--- config.mk ---
export PLATFORM = sky130hd
export DESIGN_NAME = dlb_mac
export DESIGN_NICKNAME = d
export VERILOG_FILES = /design/src/rtl/dlb_pkg.sv /design/src/rtl/dlb_mac.sv
export SDC_FILE = /design/constraint.sdc
export NUM_CORES = 2
export LEC_CHECK = 0
export BUFFER_PORTS_ARGS = -buffer_cell sky130_fd_sc_hd__buf_2
export CORE_ASPECT_RATIO = 1.1
export CORE_UTILIZATION = 35
export CTS_CLUSTER_DIAMETER = 80
export CTS_CLUSTER_SIZE = 30
export DETAILED_ROUTE_END_ITERATION = 10
export GPL_TIMING_DRIVEN = 0
export SKIP_CTS_REPAIR_TIMING = 1
export SLEW_MARGIN = 40
export SYNTH_ARGS = -nofsm -noshare
export SYNTH_HDL_FRONTEND = slang
export SYNTH_SLANG_ARGS = --single-unit
--- constraint.sdc ---
create_clock -name clk -period 13.5 [get_ports clk]
set_clock_uncertainty 0.2 [all_clocks]
set_input_delay 2.7 -clock clk [delete_from_list [all_inputs] [get_ports clk]]
set_output_delay 2.7 -clock clk [all_outputs]
set_load 0.02 [all_outputs]
--- src/rtl/dlb_pkg.sv ---
// Shared types, codes and fixed widths for the dense layer backward pass.
`timescale 1ns / 1ps
package dlb_pkg;

  // Element format: signed Q4.12
  localparam int DATA_WIDTH = 16;
  localparam int FRAC_BITS  = 12;

  // Field widths of the channels
  localparam int MODE_W    = 2;
  localparam int IDX_W     = 6;
  localparam int COUNT_W   = 7;
  localparam int CFG_IDX_W = 2;

  // Item operation codes
  localparam logic [MODE_W-1:0] MODE_LOAD_GRAD = 2'd0;
  localparam logic [MODE_W-1:0] MODE_LOAD_ACT  = 2'd1;
  localparam logic [MODE_W-1:0] MODE_LOAD_WGT  = 2'd2;
  localparam logic [MODE_W-1:0] MODE_START     = 2'd3;

  // Configuration register indexes
  localparam logic [CFG_IDX_W-1:0] CFG_OUTPUT_COUNT = 2'd0;
  localparam logic [CFG_IDX_W-1:0] CFG_INPUT_COUNT  = 2'd1;
  localparam logic [CFG_IDX_W-1:0] CFG_APPLY_DERIV  = 2'd2;

  // Operand selection of the shared multiplier
  typedef enum logic [1:0] {
    MUL_GW    = 2'd0,   // gradient times weight
    MUL_DERIV = 2'd1,   // y times (1 - y)
    MUL_SCALE = 2'd2    // rounded sum times derivative
  } mul_sel_t;

  typedef struct packed {
    logic [COUNT_W-1:0] output_count;
    logic [COUNT_W-1:0] input_count;
    logic               apply_derivative;
  } dlb_cfg_t;

  // Datapath controls from the sequencer
  typedef struct packed {
    mul_sel_t mul_sel;
    logic     mul_en;
    logic     acc_clr;
    logic     acc_en;
    logic     rnd_acc;
    logic     val_en;
    logic     deriv_en;
  } dlb_ctrl_t;

  // Result request from the sequencer
  typedef struct packed {
    logic             load;
    logic             last;
    logic [IDX_W-1:0] column;
  } dlb_emit_t;

endpackage

--- src/rtl/dlb_mac.sv ---
// Shared multiplier, accumulator, Q.12 rounder and output saturation.
`timescale 1ns / 1ps
module dlb_mac #(
  parameter int MAX_OUTPUTS = 64
) (
  input  logic                                  clk,
  input  dlb_pkg::dlb_ctrl_t                    ctrl,
  input  logic signed [dlb_pkg::DATA_WIDTH-1:0] grad,
  input  logic signed [dlb_pkg::DATA_WIDTH-1:0] wgt,
  input  logic signed [dlb_pkg::DATA_WIDTH-1:0] act,
  output logic signed [dlb_pkg::DATA_WIDTH-1:0] sat_value,
  output logic                                  sat_flag
);
  import dlb_pkg::*;

  // Exact sum of products, its rounded form, the derivative, the final product
  localparam int ACC_W  = 2 * DATA_WIDTH + $clog2(MAX_OUTPUTS);
  localparam int A_W    = ACC_W - FRAC_BITS;
  localparam int B_W    = 2 * DATA_WIDTH + 1 - FRAC_BITS;
  localparam int PROD_W = A_W + B_W;
  localparam int VAL_W  = PROD_W - FRAC_BITS;

  localparam logic signed [DATA_WIDTH:0]   ONE_Q   = (DATA_WIDTH + 1)'(1 << FRAC_BITS);
  localparam logic signed [PROD_W-1:0]     HALF_Q  = PROD_W'(1 << (FRAC_BITS - 1));
  localparam logic signed [VAL_W-1:0]      SAT_MAX = VAL_W'((64'sd1 <<< (DATA_WIDTH - 1)) - 64'sd1);
  localparam logic signed [VAL_W-1:0]      SAT_MIN = ~SAT_MAX;

  logic signed [DATA_WIDTH:0] one_minus_y;
  logic signed [A_W-1:0]      mul_a;
  logic signed [B_W-1:0]      mul_b;
  logic signed [PROD_W-1:0]   prod;
  logic signed [ACC_W-1:0]    acc;
  logic signed [PROD_W-1:0]   rnd_in;
  logic signed [PROD_W-1:0]   rnd_sum;
  logic signed [VAL_W-1:0]    rnd_out;
  logic signed [VAL_W-1:0]    val;
  logic signed [B_W-1:0]      deriv;

  assign one_minus_y = ONE_Q - (DATA_WIDTH + 1)'(act);

  // Select multiplier operands
  always_comb begin
    case (ctrl.mul_sel)
      MUL_GW: begin
        mul_a = A_W'(grad);
        mul_b = B_W'(wgt);
      end
      MUL_DERIV: begin
        mul_a = A_W'(act);
        mul_b = B_W'(one_minus_y);
      end
      MUL_SCALE: begin
        mul_a = $signed(val[A_W-1:0]);
        mul_b = deriv;
      end
      default: begin
        mul_a = '0;
        mul_b = '0;
      end
    endcase
  end

  // Register each product
  always_ff @(posedge clk) begin
    if (ctrl.mul_en) begin
      prod <= mul_a * mul_b;
    end
  end

  // Accumulate products exactly
  always_ff @(posedge clk) begin
    if (ctrl.acc_clr) begin
      acc <= '0;
    end else if (ctrl.acc_en) begin
      acc <= acc + ACC_W'(prod);
    end
  end

  // Round half up and drop the fraction bits
  assign rnd_in  = ctrl.rnd_acc ? PROD_W'(acc) : prod;
  assign rnd_sum = rnd_in + HALF_Q;
  assign rnd_out = VAL_W'(rnd_sum >>> FRAC_BITS);

  always_ff @(posedge clk) begin
    if (ctrl.val_en) begin
      val <= rnd_out;
    end
    if (ctrl.deriv_en) begin
      deriv <= $signed(rnd_out[B_W-1:0]);
    end
  end

  // Clip to the element range
  always_comb begin
    if (val > SAT_MAX) begin
      sat_value = $signed(SAT_MAX[DATA_WIDTH-1:0]);
      sat_flag  = 1'b1;
    end else if (val < SAT_MIN) begin
      sat_value = $signed(SAT_MIN[DATA_WIDTH-1:0]);
      sat_flag  = 1'b1;
    end else begin
      sat_value = $signed(val[DATA_WIDTH-1:0]);
      sat_flag  = 1'b0;
    end
  end

endmodule

Word-level counts from Yosys, hierarchy flattened
Cells that the tools add are included.

storage, ports and cells
  register bits after elaboration = 141
  output and inout bits = 17
  word-level logic and storage cells = 20
  bits of input ports = 57

cells by class
  mux-type cells = 7
  eq/ne operators = 2
  order comparisons = 2
  multiply operators = 1
  add/subtract/negate cells = 3
  reduce and logical (&&, ||, !) cells = 1

operators by type and width
  cell                      count
  $pmux W26 S3              1
  $pmux W21 S3              1
  $add A47 B13 Y47 const B  1
  $mul A26 B21 Y47          1
  $mux W47                  1
  $add A38 B38 Y38          1
  $gt A35 B16 Y1 const B    1
  $lt A35 B16 Y1 const B    1
  $mux W16                  2
  $sub A14 B16 Y17 const A  1
  $eq A2 B1 Y1 const B      1
  $eq A2 B2 Y1 const B      1
  $logic_not A2 Y1          1
  $mux W1                   2

Logic depth before layout (Yosys ltp)
  depth after elaboration = 3
  gate-level depth with buffers = 35
  gate-level depth less buffers = 33

Worst setup path before layout
OpenSTA, ideal clock, no wires.

  path type = input to register
  start point = in act[5] in the netlist's numbering
  end point = reg prod[44], data pin
  required time = 13042 ps
  library setup time = 258 ps
  slack = 2741 ps
  stages on the path = 30
  buffers on the path = 2
  data arrival time = 10301 ps
  path through = or3_1 -> nor4_1 -> nand2_1 -> o21ai_0 -> nand2_1 -> xnor2_1 -> o22ai_1 -> clkbuf_1 -> nand2_1 -> fa_1 -> inv_1 -> fa_1 -> fa_1 -> fa_1 -> fa_1 -> fa_1 -> inv_1 -> fa_1 -> inv_1 -> ha_1 -> clkbuf_1 -> a21oi_1 -> a21boi_1 -> nand2_1 -> a21oi_1 -> a41oi_1 -> a41oi_1 -> a21oi_1 -> a311o_1 -> xnor2_1

between the ends
  longest elaborated chain between the ends = 3
  elaborated cells on any way between the ends = 4
  those cells by class = add/sub: 1; mul: 1; mux: 2

RTL lines
  what                    RTL line       RTL
  start: declaration      dlb_mac.sv:10  input logic signed [dlb_pkg::DATA_WIDTH-1:0] act,
  $sub A14 B16 Y17        dlb_mac.sv:39  assign one_minus_y = ONE_Q - (DATA_WIDTH + 1)'(act);
  $pmux W21 S3            dlb_mac.sv:43  case (ctrl.mul_sel)
  $mul A26 B21 Y47 (*)    dlb_mac.sv:66  prod <= mul_a * mul_b;
  end signal: assignment  dlb_mac.sv:66
  end: declaration        dlb_mac.sv:31  logic signed [PROD_W-1:0] prod;

Every way passes the cells marked *; elsewhere a longest branch is shown, timed or not.
A chain may end at the register's enable or synchronous reset.

Worst setup path after layout
  start point = in ctrl[7] in the netlist's numbering
  end point = reg prod[44], data pin

between the ends
  longest elaborated chain between the ends = 3
  elaborated cells on any way between the ends = 6
  those cells by class = mul: 1; eq/ne: 2; mux: 2; reduce/logical: 1

RTL lines
  what                                          RTL line       RTL
  start: declaration                            dlb_mac.sv:7   input dlb_pkg::dlb_ctrl_t ctrl,
  $eq A2 B2 Y1 (tied with other cells)          dlb_mac.sv:43
  $pmux W26 S3 or $pmux W21 S3 (tied branches)  dlb_mac.sv:43
  $mul A26 B21 Y47 (*)                          dlb_mac.sv:66

Marks and branches as above.

==> impl_results.md <==
* Slew Viols, Final at 0
* Post-synthesis instance area at roughly 28000 sq um
* Vias in the first global route at 22534
* Vias per inst at 5.10
* Post-DP HPWL at 75200 um
* Crit path time final at between 10 and 15 ns
* 1st-iter DRT viols at 1797
* Layout cell share with drive strength beyond 1 at around 5.7%
* Die area at between 80000 and 90000 sq um
* Post-DP Area at around 30000 sq um
* Net Count, Synth at between 3000 and 4000
* Initial antenna violation count at 5
* Residual DRC count at 0
* CTS tree: yes
* Crit path DAT at 12.70 ns
* Syn_area_per_cell at around 9 sq um
* Crit-path slowest cell: clkbuf_1
* Gr ovfl total at 0
* RSZ-0062 raised after global routing: no
* Largest net degree at the start of global routing at 48
* Core footprint at about 80000 sq um
* Clock Sinks at roughly 140
* Diode count at 0
* Starting Density at 35.4%
* Area growth syn-to-layout at 8.78%
* Sequential share of the synthesized area at between 10 and 15%
* Hold Crit Start: acc[7]$_SDFFE_PP0P_
* Cell area after layout at just over 30000 sq um
* Clk Latency, worst-skew pair at 0.44 ns
* Global-route wire length before repair at 136000 um
* DR WL/cell at approximately 20 um
* F_max at 0.0787 GHz
* # Max-Cap Violations at 0
* CP peak stage delay at about 0.76 ns
* Post-DRT Antenna Nets at 0
* Io pins at 74
* Rows at about 110
* Area contributors post-synth: fa_1, edfxtp_1, inv_1
* Critical-path maximum fanout at 10
* Layout Nets at just over 4000
* Cell taking the most area after synthesis: fa_1
* GP Congestion at around 0.99
* Tcrit/Tclk final at about 94%
* Die Span Y at ~300 um
* Num CTS Buffers at 17
* Predominant post-synthesis flop cell: edfxtp_1
* Commonest non-fill, non-tap cell in the layout: inv_1
* CP delay by family, top: adder cells
* Setup TNS at 0 ns
* Count of input and output buffers at 70
* Most frequent CP cell: fa_1
* Slew Limit Headroom at 38.9%
* Vias at 22079
* Clk buf depth at 2
* FFs w/ async S/R, synth at 0%
* Worst Path Required at about 13 ns
* Startpoint types: input pin
* Worst min path class: reg2reg
* Share of the synthesized area in the top cell type at around two fifths
* Crit. End Element: register
* YS warnings at 0
* Measured slew at the worst slew-check pin at approximately 0.92 ns
* Global-route usage over all layers at between 20 and 25%
* Crit Path Class: in2reg
* Yosys cell types at 82
* Setup violators final at 0
* Buf/Inv on CP at 8
* Clk pin slew, worst setup/hold paths at 0.06 ns
* Setup slack after layout at slightly below 0.8 ns
* #FFs+latches synth at roughly 140
* Status: complete, no violations
* DRT Pass-1 Iters at 8
* Final Hold Vio Count at 0
* Die Wd at approximately 270 um
* # H-tree levels at 4
* Commonest non-fill, non-tap cells in the layout: inv_1, fa_1, nand2_1, nor2_1, ha_1
* DP Worst Slack at around 0.4 ns
* Post-Syn Instances at 3165
* Critical Path Start: ctrl[7]
* Post-synth EDFFs at 103
* Root Driver: clkbuf_16
* RR Startpoint: val[11]$_DFFE_PP_
* Final wirelength at 88000 um
==> path summary, 6_finish.rpt <==
kind	to	slack [ns]	cells past startpoint
max	prod[44]$_DFFE_PP_	0.79	28
min	acc[7]$_SDFFE_PP0P_	0.29	2
max reg2reg	prod[44]$_DFFE_PP_	3.96	27
min reg2reg	acc[7]$_SDFFE_PP0P_	0.29	2
==> sequential cells by signal, indices dropped and copies added, names as in the netlist <==
signal,count
val,35
prod,47
acc,38
deriv,21
==> layout make-up <==
class	count	area, sq um
well taps	1054	1320
clock buffers	20	457
multi-input cells	2199	21600
clock inverters	12	113
fillers	8164	49400
plain buffers	130	534
flip-flops and latches	141	3850
repair buffers	78	447
inverters	695	2610
==> worst reg2reg max path, cell delays in order (launching register included) <==
cell	delay (ns)
edfxtp_1	0.38
mux2i_1	0.10
o21ai_1	0.50
and2_1	0.21
clkbuf_1	0.50
clkbuf_1	0.64
nand2_1	0.18
fa_1	0.57
inv_1	0.05
fa_1	0.48
fa_1	0.51
fa_1	0.52
inv_1	0.05
fa_1	0.47
inv_1	0.05
fa_1	0.56
fa_1	0.58
ha_1	0.31
clkbuf_1	0.25
nand4_1	0.24
a211oi_1	0.31
nor3_1	0.08
nand2_1	0.13
a41oi_1	0.24
a41oi_1	0.47
a21oi_1	0.23
a311o_1	0.37
xnor2_1	0.13
==> cells in the mapped netlist (38+ instances only) <==
library cell	count
and2_1	59
mux2i_1	68
ha_1	160
o21ai_0	62
inv_1	694
xor2_1	52
a21oi_1	102
clkbuf_1	114
edfxtp_1	103
nand2_1	538
fa_1	555
xnor2_1	79
nor2_1	172
dfxtp_1	38
==> metrics by stage <==
step	std cells	hold slack (ns)	util, %
finish	4329	0.292	38.5
detailed placement	4296	0.284	37.8
global placement	4289	0.277	37.5
floorplan	3165	0.263	-
global route	4329	0.317	38.5
CTS	4328	0.292	38.5
==> routing by layer <==
metal	GRT usage [%]	wire length (um)
met5	0	0
met4	9.64	4370
met3	3.53	5890
met2	35.8	41100
met1	29.1	36600
==> cells by family after synthesis <==
family	Yosys count	share of synthesized area, %
DFF	141	13.6
muxes	74	2.63
buffers and inverters	825	11.0
adders and majority gates	715	46.1
and+or+nand+nor	922	14.2
xor gates and xnor gates	131	4.03
AOI/OAI and AO/OA	357	8.42
Power is not shown: default switching activity piles up to over one toggle a cycle in this logic, so the estimate is an artifact.
