`config.mk`:
```
export PLATFORM = sky130hd
export DESIGN_NAME = dlb_seq
export DESIGN_NICKNAME = d
export VERILOG_FILES = /design/src/rtl/dlb_pkg.sv /design/src/rtl/dlb_seq.sv
export SDC_FILE = /design/constraint.sdc
export NUM_CORES = 1
export LEC_CHECK = 0
export BUFFER_PORTS_ARGS = -buffer_cell sky130_fd_sc_hd__buf_2
export CORE_ASPECT_RATIO = 1.1
export CORE_MARGIN = 3
export CORE_UTILIZATION = 50
export CTS_BUF_LIST = sky130_fd_sc_hd__clkbuf_4 sky130_fd_sc_hd__clkbuf_8 sky130_fd_sc_hd__clkbuf_16
export DETAILED_ROUTE_END_ITERATION = 12
export PLACE_DENSITY_LB_ADDON = 0.25
export SYNTH_ARGS = -nofsm -noshare
export SYNTH_HDL_FRONTEND = slang
export SYNTH_SLANG_ARGS = --single-unit
```
`constraint.sdc`:
```
create_clock -name clk -period 3.14 [get_ports clk]
set_input_delay 0.314 -clock clk [delete_from_list [all_inputs] [get_ports clk]]
set_output_delay 0.314 -clock clk [all_outputs]
set_load 0.1 [all_outputs]
```
`src/rtl/dlb_pkg.sv`:
```
// Shared types, codes and fixed widths for the dense layer backward pass.
`timescale 1ns / 1ps
package dlb_pkg;

  // Element format: signed Q4.12
  localparam int DATA_WIDTH = 16;
  localparam int FRAC_BITS  = 12;

  // Field widths of the channels
  localparam int MODE_W    = 2;
  localparam int IDX_W     = 6;
  localparam int COUNT_W   = 7;
  localparam int CFG_IDX_W = 2;

  // Item operation codes
  localparam logic [MODE_W-1:0] MODE_LOAD_GRAD = 2'd0;
  localparam logic [MODE_W-1:0] MODE_LOAD_ACT  = 2'd1;
  localparam logic [MODE_W-1:0] MODE_LOAD_WGT  = 2'd2;
  localparam logic [MODE_W-1:0] MODE_START     = 2'd3;

  // Configuration register indexes
  localparam logic [CFG_IDX_W-1:0] CFG_OUTPUT_COUNT = 2'd0;
  localparam logic [CFG_IDX_W-1:0] CFG_INPUT_COUNT  = 2'd1;
  localparam logic [CFG_IDX_W-1:0] CFG_APPLY_DERIV  = 2'd2;

  // Operand selection of the shared multiplier
  typedef enum logic [1:0] {
    MUL_GW    = 2'd0,   // gradient times weight
    MUL_DERIV = 2'd1,   // y times (1 - y)
    MUL_SCALE = 2'd2    // rounded sum times derivative
  } mul_sel_t;

  typedef struct packed {
    logic [COUNT_W-1:0] output_count;
    logic [COUNT_W-1:0] input_count;
    logic               apply_derivative;
  } dlb_cfg_t;

  // Datapath controls from the sequencer
  typedef struct packed {
    mul_sel_t mul_sel;
    logic     mul_en;
    logic     acc_clr;
    logic     acc_en;
    logic     rnd_acc;
    logic     val_en;
    logic     deriv_en;
  } dlb_ctrl_t;

  // Result request from the sequencer
  typedef struct packed {
    logic             load;
    logic             last;
    logic [IDX_W-1:0] column;
  } dlb_emit_t;

endpackage

```
`src/rtl/dlb_seq.sv`:
```
// Sequencer: walks rows and columns and steps the shared datapath.
`timescale 1ns / 1ps
module dlb_seq #(
  parameter int MAX_OUTPUTS = 64,
  parameter int MAX_INPUTS  = 64,
  parameter int RA_W        = 6,
  parameter int CA_W        = 6
) (
  input  logic               clk,
  input  logic               rst,
  input  logic               start,
  input  dlb_pkg::dlb_cfg_t  cfg,
  input  logic               out_free,
  output logic               idle,
  output logic [RA_W-1:0]    rd_row,
  output logic [CA_W-1:0]    rd_col,
  output dlb_pkg::dlb_ctrl_t ctrl,
  output dlb_pkg::dlb_emit_t emit
);
  import dlb_pkg::*;

  typedef enum logic [7:0] {
    S_IDLE = 8'b0000_0001,
    S_MAC  = 8'b0000_0010,
    S_RSUM = 8'b0000_0100,
    S_DMUL = 8'b0000_1000,
    S_DRND = 8'b0001_0000,
    S_FMUL = 8'b0010_0000,
    S_FRND = 8'b0100_0000,
    S_EMIT = 8'b1000_0000
  } state_t;

  state_t             state;
  state_t             state_next;
  logic [COUNT_W-1:0] r_cnt;
  logic [COUNT_W-1:0] r_cnt_next;
  logic [CA_W-1:0]    col;
  logic [CA_W-1:0]    col_next;
  logic               rd_vld;
  logic               prod_vld;
  logic               issue;
  logic               col_last;
  logic [COUNT_W-1:0] rows;
  logic [COUNT_W-1:0] cols;

  // Clamp counts to the store sizes
  assign rows = (cfg.output_count > COUNT_W'(MAX_OUTPUTS)) ? COUNT_W'(MAX_OUTPUTS)
                                                            : cfg.output_count;
  assign cols = (cfg.input_count > COUNT_W'(MAX_INPUTS)) ? COUNT_W'(MAX_INPUTS)
                                                          : cfg.input_count;

  assign col_last = (COUNT_W'(col) + COUNT_W'(1)) == cols;
  assign idle     = (state == S_IDLE);
  assign rd_row   = r_cnt[RA_W-1:0];
  assign rd_col   = col;

  always_comb begin
    state_next  = state;
    r_cnt_next  = r_cnt;
    col_next    = col;
    issue       = 1'b0;
    ctrl        = '0;
    ctrl.mul_sel = MUL_GW;
    emit.load   = 1'b0;
    emit.last   = col_last;
    emit.column = IDX_W'(col);
    unique case (state)
      S_IDLE: begin
        if (start && cols != '0) begin
          col_next     = '0;
          r_cnt_next   = '0;
          ctrl.acc_clr = 1'b1;
          state_next   = S_MAC;
        end
      end
      // Issue one row a cycle; products follow through the read and product registers
      S_MAC: begin
        issue       = r_cnt < rows;
        ctrl.mul_en = rd_vld;
        ctrl.acc_en = prod_vld;
        if (issue) begin
          r_cnt_next = r_cnt + COUNT_W'(1);
        end else if (!rd_vld && !prod_vld) begin
          state_next = S_RSUM;
        end
      end
      S_RSUM: begin
        ctrl.rnd_acc = 1'b1;
        ctrl.val_en  = 1'b1;
        state_next   = cfg.apply_derivative ? S_DMUL : S_EMIT;
      end
      S_DMUL: begin
        ctrl.mul_sel = MUL_DERIV;
        ctrl.mul_en  = 1'b1;
        state_next   = S_DRND;
      end
      S_DRND: begin
        ctrl.deriv_en = 1'b1;
        state_next    = S_FMUL;
      end
      S_FMUL: begin
        ctrl.mul_sel = MUL_SCALE;
        ctrl.mul_en  = 1'b1;
        state_next   = S_FRND;
      end
      S_FRND: begin
        ctrl.val_en = 1'b1;
        state_next  = S_EMIT;
      end
      // Hold the result until the output register frees up
      S_EMIT: begin
        if (out_free) begin
          emit.load = 1'b1;
          if (col_last) begin
            state_next = S_IDLE;
          end else begin
            col_next     = col + CA_W'(1);
            r_cnt_next   = '0;
            ctrl.acc_clr = 1'b1;
            state_next   = S_MAC;
          end
        end
      end
      default: state_next = S_IDLE;
    endcase
  end

  always_ff @(posedge clk) begin
    if (rst) begin
      state    <= S_IDLE;
      r_cnt    <= '0;
      col      <= '0;
      rd_vld   <= 1'b0;
      prod_vld <= 1'b0;
    end else begin
      state    <= state_next;
      r_cnt    <= r_cnt_next;
      col      <= col_next;
      rd_vld   <= issue;
      prod_vld <= rd_vld;
    end
  end

endmodule

```
# [Word level (Yosys, flattened, before mapping)]
# Cells that the tools add are included.
# W data, S select, Z words.
[word_totals] wordCells=70 n_memories=0 ff_bits=23 output_inout_bits=29 latch_bits=0 in_bits=19 ramBits=0 mem_bits_ro=0
[classes] n_bitwise=1 order_cmp=3 div=0 mux=30 n_eq_ne=15 reduce_logical=13 n_shift=0 add_sub_neg=3 n_mul=0
[ops] op="$pmux W8 S8" n=1
[ops] op="$mux W7" n=6
[ops] op="$mux W8" n=5
[ops] op="$pmux W7 S3" n=1
[ops] op="$mux W6" n=3
[ops] op="$gt A7 B7 Y1 const B" n=2
[ops] op="$pmux W6 S2" n=1
[ops] op="$ne A2 B2 Y1 const B" n=5
[ops] op="$mux W1" n=9
[ops] op="$eq A8 B1 Y1 const B" n=1
[ops] op="$eq A8 B2 Y1 const B" n=1
[ops] op="$eq A8 B3 Y1 const B" n=1
[ops] op="$eq A8 B4 Y1 const B" n=1
[ops] op="$eq A8 B5 Y1 const B" n=1
[ops] op="$eq A8 B6 Y1 const B" n=1
[ops] op="$eq A8 B7 Y1 const B" n=1
[ops] op="$eq A8 B8 Y1 const B" n=1
[ops] op="$reduce_and A4 Y1" n=2
[ops] op="$add A6 B1 Y7 const B" n=1
[ops] op="$add A7 B1 Y7 const B" n=1
[ops] op="$eq A7 B7 Y1" n=1
[ops] op="$lt A7 B7 Y1" n=1
[ops] op="$reduce_bool A7 Y1" n=1
[ops] op="$add A6 B1 Y6 const B" n=1
[ops] op="other kinds (11)" n=16

# [Logic depth before layout (Yosys ltp)]
# Gate-level depths: netlist of run 1.
[depth] depth_word=6 mapped_depth=10 mapped_depth_nobuf=10

# [Least setup slack after synthesis of run 1]
# Ideal clock, no wire load.
[synth_path] path_type="reg-to-output" startpoint="reg col[4], in the netlist rd_col[4]" endpoint="out ctrl[4] in the netlist's numbering" path_slack_ns=-1.520 path_buffers=1 t_required_ns=2.826 t_arrival_ns=4.346 path_stages_with_launch=8 cell_sequence="dfxtp_1 > buf_2 > nand3_1 > or3_1 > a32o_1 > nand3_1 > nor2_1 > o21ai_0"
[synth_rtl] item="start, declared" line="dlb_seq.sv:37" rtl="logic [CA_W-1:0] col;"
[synth_rtl] item="start signal, assigned" line="dlb_seq.sv:138" rtl="col <= col_next;"
[synth_rtl] item="end, declared" line="dlb_seq.sv:17" rtl="output dlb_pkg::dlb_ctrl_t ctrl,"

==> results of run 1 <==
## critical path: stages, from the launching register on
cell	delay [ns]
dfxtp_2	0.40
ha_1	0.28
nand3_2	0.15
and2_4	0.20
or4_4	0.53
o211a_2	0.17
nor2_1	0.23
o21ai_2	0.10
buf_2	0.32
## state kept, by name, indices dropped and copies added, names as in the netlist
signal / count
state: 8
r_cnt: 7
rd_vld: 1
prod_vld: 1
rd_col: 6
## power groups by stage
stage	sequential, mW	combinational, mW	clock (mW)
after floorplan	0.327	0.428	0
after global placement	0.349	0.491	0
after detailed placement	0.349	0.494	0
after CTS	0.343	0.496	0.155
after global routing	0.346	0.538	0.165
final	0.343	0.494	0.148
## area by class of cell
class	count	area, µm²	area share
well taps	48	60.06	0.02881
inverters	12	45.04	0.02161
multi-input cells	185	1241	0.5954
repair buffers	48	245.2	0.1176
flip-flops and latches	23	462.9	0.2221
clock buffers	4	30.03	0.01441
## cell usage after synthesis (6+ instances only)
cell type	number
nor2_1	27
nand3b_1	8
and3_1	6
nand3_1	6
buf_4	15
nand2_1	16
o211ai_1	6
a21oi_1	19
ha_1	8
inv_1	12
dfxtp_1	23
o21ai_0	13
## metal layers
layer | up-vias | routed length [µm] | track usage
li1 | 929 | - | -
met1 | 797 | 2000 | 0.2463
met2 | 34 | 2031 | 0.3177
met3 | 2 | 137 | 0.02540
met4 | 0 | 35 | 0.06808
met5 | - | 0 | 0
## cell families (layout without fill, tap and decap cells)
| logic type | Yosys count | after routing | share of synthesized area |
|---|---|---|---|
| mux | 2 | 2 | 0.01057 |
| compound gates | 58 | 58 | 0.2001 |
| simple gates | 108 | 108 | 0.3375 |
| flops | 23 | 23 | 0.2431 |
| fa+ha+maj | 8 | 8 | 0.05284 |
| xor+xnor | 9 | 9 | 0.04954 |
| buf+inv | 37 | 64 | 0.1063 |
## path summary, 6_finish.rpt
kind	start	end	depth (start not counted)
worst max-delay path	rd_col[0]	ctrl[4]	8
worst min-delay path	cfg[0]	state[3]	2
worst max register to register	rd_col[0]	r_cnt[1]	8
worst min register to register	rd_vld	prod_vld	2
## per-stage QoR
step	hold slack, ns	cells
after global routing	0.2615	320
after detailed placement	0.4623	316
after CTS	0.2525	320
after floorplan	0.3856	245
final	0.2722	320
after global placement	0.4539	316
==> impl_metrics.toml, run 1 <==
[synth]
yosysSeqAreaShare = 0.2431
yosysUniqueCellTypes = 53
yosysTopAreaCell = "dfxtp_1"
ys_ff_latch = 23
async_reset_ff_frac = 0
yosys_warnings = 0
syn-num-nets = 272
synth_area_um2 = 1894
syn_avg_cell_area_um2 = 7.732
synth_top_area_frac = 0.2431
yosys_most_used_dff = "dfxtp_1"
synth_area_leaders = "dfxtp_1 24%, buf_4 5.9%, nor2_1 5.4%"
syn_inst = 245
synth-edff-count = 0

[clock_tree]
cts.sinks = 23
cts_hold_buf = 0
cts_buffers = 3
cts_resized = 0
postCtsSetupBuffers = 0
htree_levels = 1
cts_tree = "done"
root_buffer = "clkbuf_4"
clock_latency_ns = 0.31
clk_pin_slew_ns = 0.13
clk_path_buf_depth = 2

[floorplanning]
die_area_um2 = 4564
core_region_area_um2 = 3496
die_h_um = 70.56
start_util = 0.5419
rows = 22
die-width_um = 64.69
io_pins = 48

[cells_and_area]
postLayoutCoreUtil = 0.5963
diodes = 0
num-fill-cells = 356
nets = 300
final_cell_mix = "46 x buf_2, 27 x nor2_1, 21 x dfxtp_1"
mostFrequentLayoutCell = "buf_2"
finish.instance_area_um2 = 2085
area_growth_pct = 10.04
drive_gt1_frac = 0.2574

[pwr]
p_switching_mw = 0.4662
powerDensity_nw_per_um2 = 472.6
leakage_nw = 0.9048
pwr-share-comb = 0.502
swShare = 0.4733
peakVddDrop_v = 0.0002923
p_clk_frac = 0.150
power_mw = 0.9851
seqPwrFrac = 0.348
p_int_mw = 0.5189

[global_route]
gr-total-overflow = 0
grt_util_all_layers = 0.1888
grt_pass1_vias = 1584
grt_pass1_wl_um = 7024
grt_max_degree = 24
antenna_found_initial = 0

[worst_setup_path]
startpoint_type = "register"
crit_type = "register to output port"
crit_required_ns = 2.83
rrSetupSlack_ns = 0.63
worstPathArrival_ns = 2.70
cp-end-kind = "output port"
crit_fanout = 8

[timing]
hold_viol = 0
worst_clock_skew_ns = 0.002020
min_period_over_period = 0.9601
fmax_mhz = 331.7
finalWorstSetupSlack_ns = 0.1252
tightest_slew_ns = 0.6377
min_period_ns = 3.015
max_slew_margin = 0.5730
slew_violations = 0
rsz0062_at_grt = "no"
finalSetupViolCount = 0
timing.setup.tns_ns = 0

[detailed_routing]
drc_errors = 0
drt-initial-drc-count = 109
vias = 1762
postRouteAntennaNets = 0
wirelength_um = 4205
viasPerCell = 5.506
first_pass_iters = 4
avgRoutedWirePerCell_um = 13.14

[place]
pre_cts_ws_ns = 0.4358
place_congestion = 0.8741
io_buffers = 47
dp_hpwl_um = 3201
dpl_cell_area_um2 = 2052

[job]
max-cap-violations = 0

[hold_path]
hp-class = "input port to register"

[run_status]
outcome = "completed"
No activity file was read; power rests on OpenSTA's default activity.
==> run 2, diff against run 1 <==
Settings changed: CORE_MARGIN 3 to 2.
==> run 2 against run 1 <==
  * Sequential power about the same
  * Die area decreased by 5.8%
  * Sequential cell count unchanged
  * Power increased by 4.6%
  * Clock-buffer cell count unchanged
  * Non-clock buffer count unchanged
  * Worst setup slack improved by 0.069 ns
  * Maximum frequency increased by 2.4%
  * Critical path depth unchanged
  * Clock power increased by 30%
  * Combinational power about the same
  * Hold slack improved by 0.056 ns
  * Critical path type unchanged
  * Highest routed layer unchanged
==> impl_metrics.toml, run 2 (synthesis results as in run 1) <==
[run_status]
outcome = "completed"

[place]
dp_hpwl_um = 3209
dp.cells = 318
place_congestion = 0.8263
dpl_cell_area_um2 = 2054
io_buffers = 47

[cells_and_area]
largest_register_ffs = 8
multi_input_area_um2 = 1241
drive_gt1_frac = 0.2574
finish.instance_area_um2 = 2106
mostFrequentLayoutCell = "buf_2"
nets = 300
postLayoutCoreUtil = 0.5807
num-fill-cells = 371
final_cell_mix = "46 x buf_2, 27 x nor2_1, 21 x dfxtp_1"
largest_register = "state"
final_cells = 322
area_growth_pct = 11.16
diodes = 0
seq_area_um2 = 462.9

[worst_setup_path]
crit_slowest_cell = "or4_4"
crit_type = "register to output port"
startpoint_type = "register"
crit_required_ns = 2.83
worstPathArrival_ns = 2.63
crit_chain = "ha_1 > nand3_2 > and2_4 > or4_4 > o211a_2 > nor2_1 > o21ai_2 > buf_2"
cp-end-kind = "output port"
cpPeakStageDelay_ns = 0.53
crit_fanout = 8

[detailed_routing]
drc_errors = 0
first_pass_iters = 4
drt-initial-drc-count = 93
avgRoutedWirePerCell_um = 12.76
postRouteAntennaNets = 0
viasPerCell = 5.606
vias = 1805
wirelength_um = 4108

[job]
max-cap-violations = 0

[floorplanning]
die_h_um = 68.56
die-width_um = 62.69
core_region_area_um2 = 3626
start_util = 0.5224
die_area_um2 = 4297
rows = 23
io_pins = 48

[clock_tree]
cts.sinks = 23
postCtsSetupBuffers = 0
clk_pin_slew_ns = 0.09
cts_tree = "done"
htree_levels = 1
clock_latency_ns = 0.26
cts_buffers = 3
cts_hold_buf = 0
root_buffer = "clkbuf_8"
clk_path_buf_depth = 2

[global_route]
grt_max_degree = 24
grt_util_all_layers = 0.1977
gr-total-overflow = 0
grt_pass1_vias = 1568
antenna_found_initial = 0
grt_pass1_wl_um = 6913

[pwr]
powerDensity_nw_per_um2 = 489.2
power_mw = 1.030
peakVddDrop_v = 0.0003311
leakage_nw = 0.9126

[timing]
rsz0062_at_grt = "no"
min_period_over_period = 0.9381
hold_viol = 0
timing.setup.tns_ns = 0
finalSetupViolCount = 0
max_slew_margin = 0.5243
min_period_ns = 2.946
tightest_slew_ns = 0.7104
worst_clock_skew_ns = 0.008314
fmax_mhz = 339.5
slew_violations = 0

[hold_path]
hp-class = "input port to register"
-- run 2: cell types whose count changed in the layout (fill, tap and decap cells not counted) --
cell	before	now
clkbuf_4	5	2
clkbuf_8	0	3
-- run 2: final timing paths --
path                            startpoint  endpoint  slack, ns  cells after the start
worst max-delay path             rd_col[0]   ctrl[4]       0.19                      8
worst min-delay path                cfg[0]  state[3]       0.33                      2
worst max register to register   rd_col[0]  r_cnt[1]       0.63                      8
worst min register to register      rd_vld  prod_vld       0.47                      2
-- run 2: area by class of cell --
| type | count | area share |
|---|---|---|
| clock buffer | 4 | 0.02317 |
| inverter | 12 | 0.02139 |
| multi-input combinational | 185 | 0.5894 |
| sequential | 23 | 0.2198 |
| tap | 50 | 0.02971 |
| timing repair buffer | 48 | 0.1165 |
-- run 2: report_power, final --
| part | total, mW | switching, mW | internal, mW | leakage [nW] |
|---|---|---|---|---|
| registers | 0.343 | 0.0331 | 0.310 | 0.187 |
| logic | 0.494 | 0.344 | 0.150 | 0.700 |
| clock network | 0.193 | 0.0937 | 0.0991 | 0.0262 |
-- run 2: what timing repair did --
item                                    4_1_cts  5_1_grt
gates resized for setup                       0        1
hold endpoints to repair                      0        0
endpoints found under the setup margin        0        1
-- run 2: routing by layer --
metal  GRT usage  share of wire  up-vias
li1            -              -      929
met1      0.2455           0.46      841
met2      0.3669           0.50       31
met3     0.02435          0.028        4
met4     0.05556          0.010        0
met5           0              0        -
-- run 2: through the flow --
step / worst slack (ns) / hold WS [ns]
2_1_floorplan: -0.2437 / 0.3856
3_3_place_gp: 0.4432 / 0.4553
3_5_place_dp: 0.4087 / 0.4575
4_1_cts: 0.1138 / 0.3237
5_1_grt: 0.02184 / 0.3247
6_report: 0.1944 / 0.3286
-- run 2: critical path: cells and delay by family, from the launching register on --
kind / cells / cell delay [ns]
and+or+nand+nor: 4 / 1.11
buffers and inverters: 1 / 0.32
adders and majority gates: 1 / 0.29
DFF: 1 / 0.40
AOI/OAI and AO/OA: 2 / 0.27
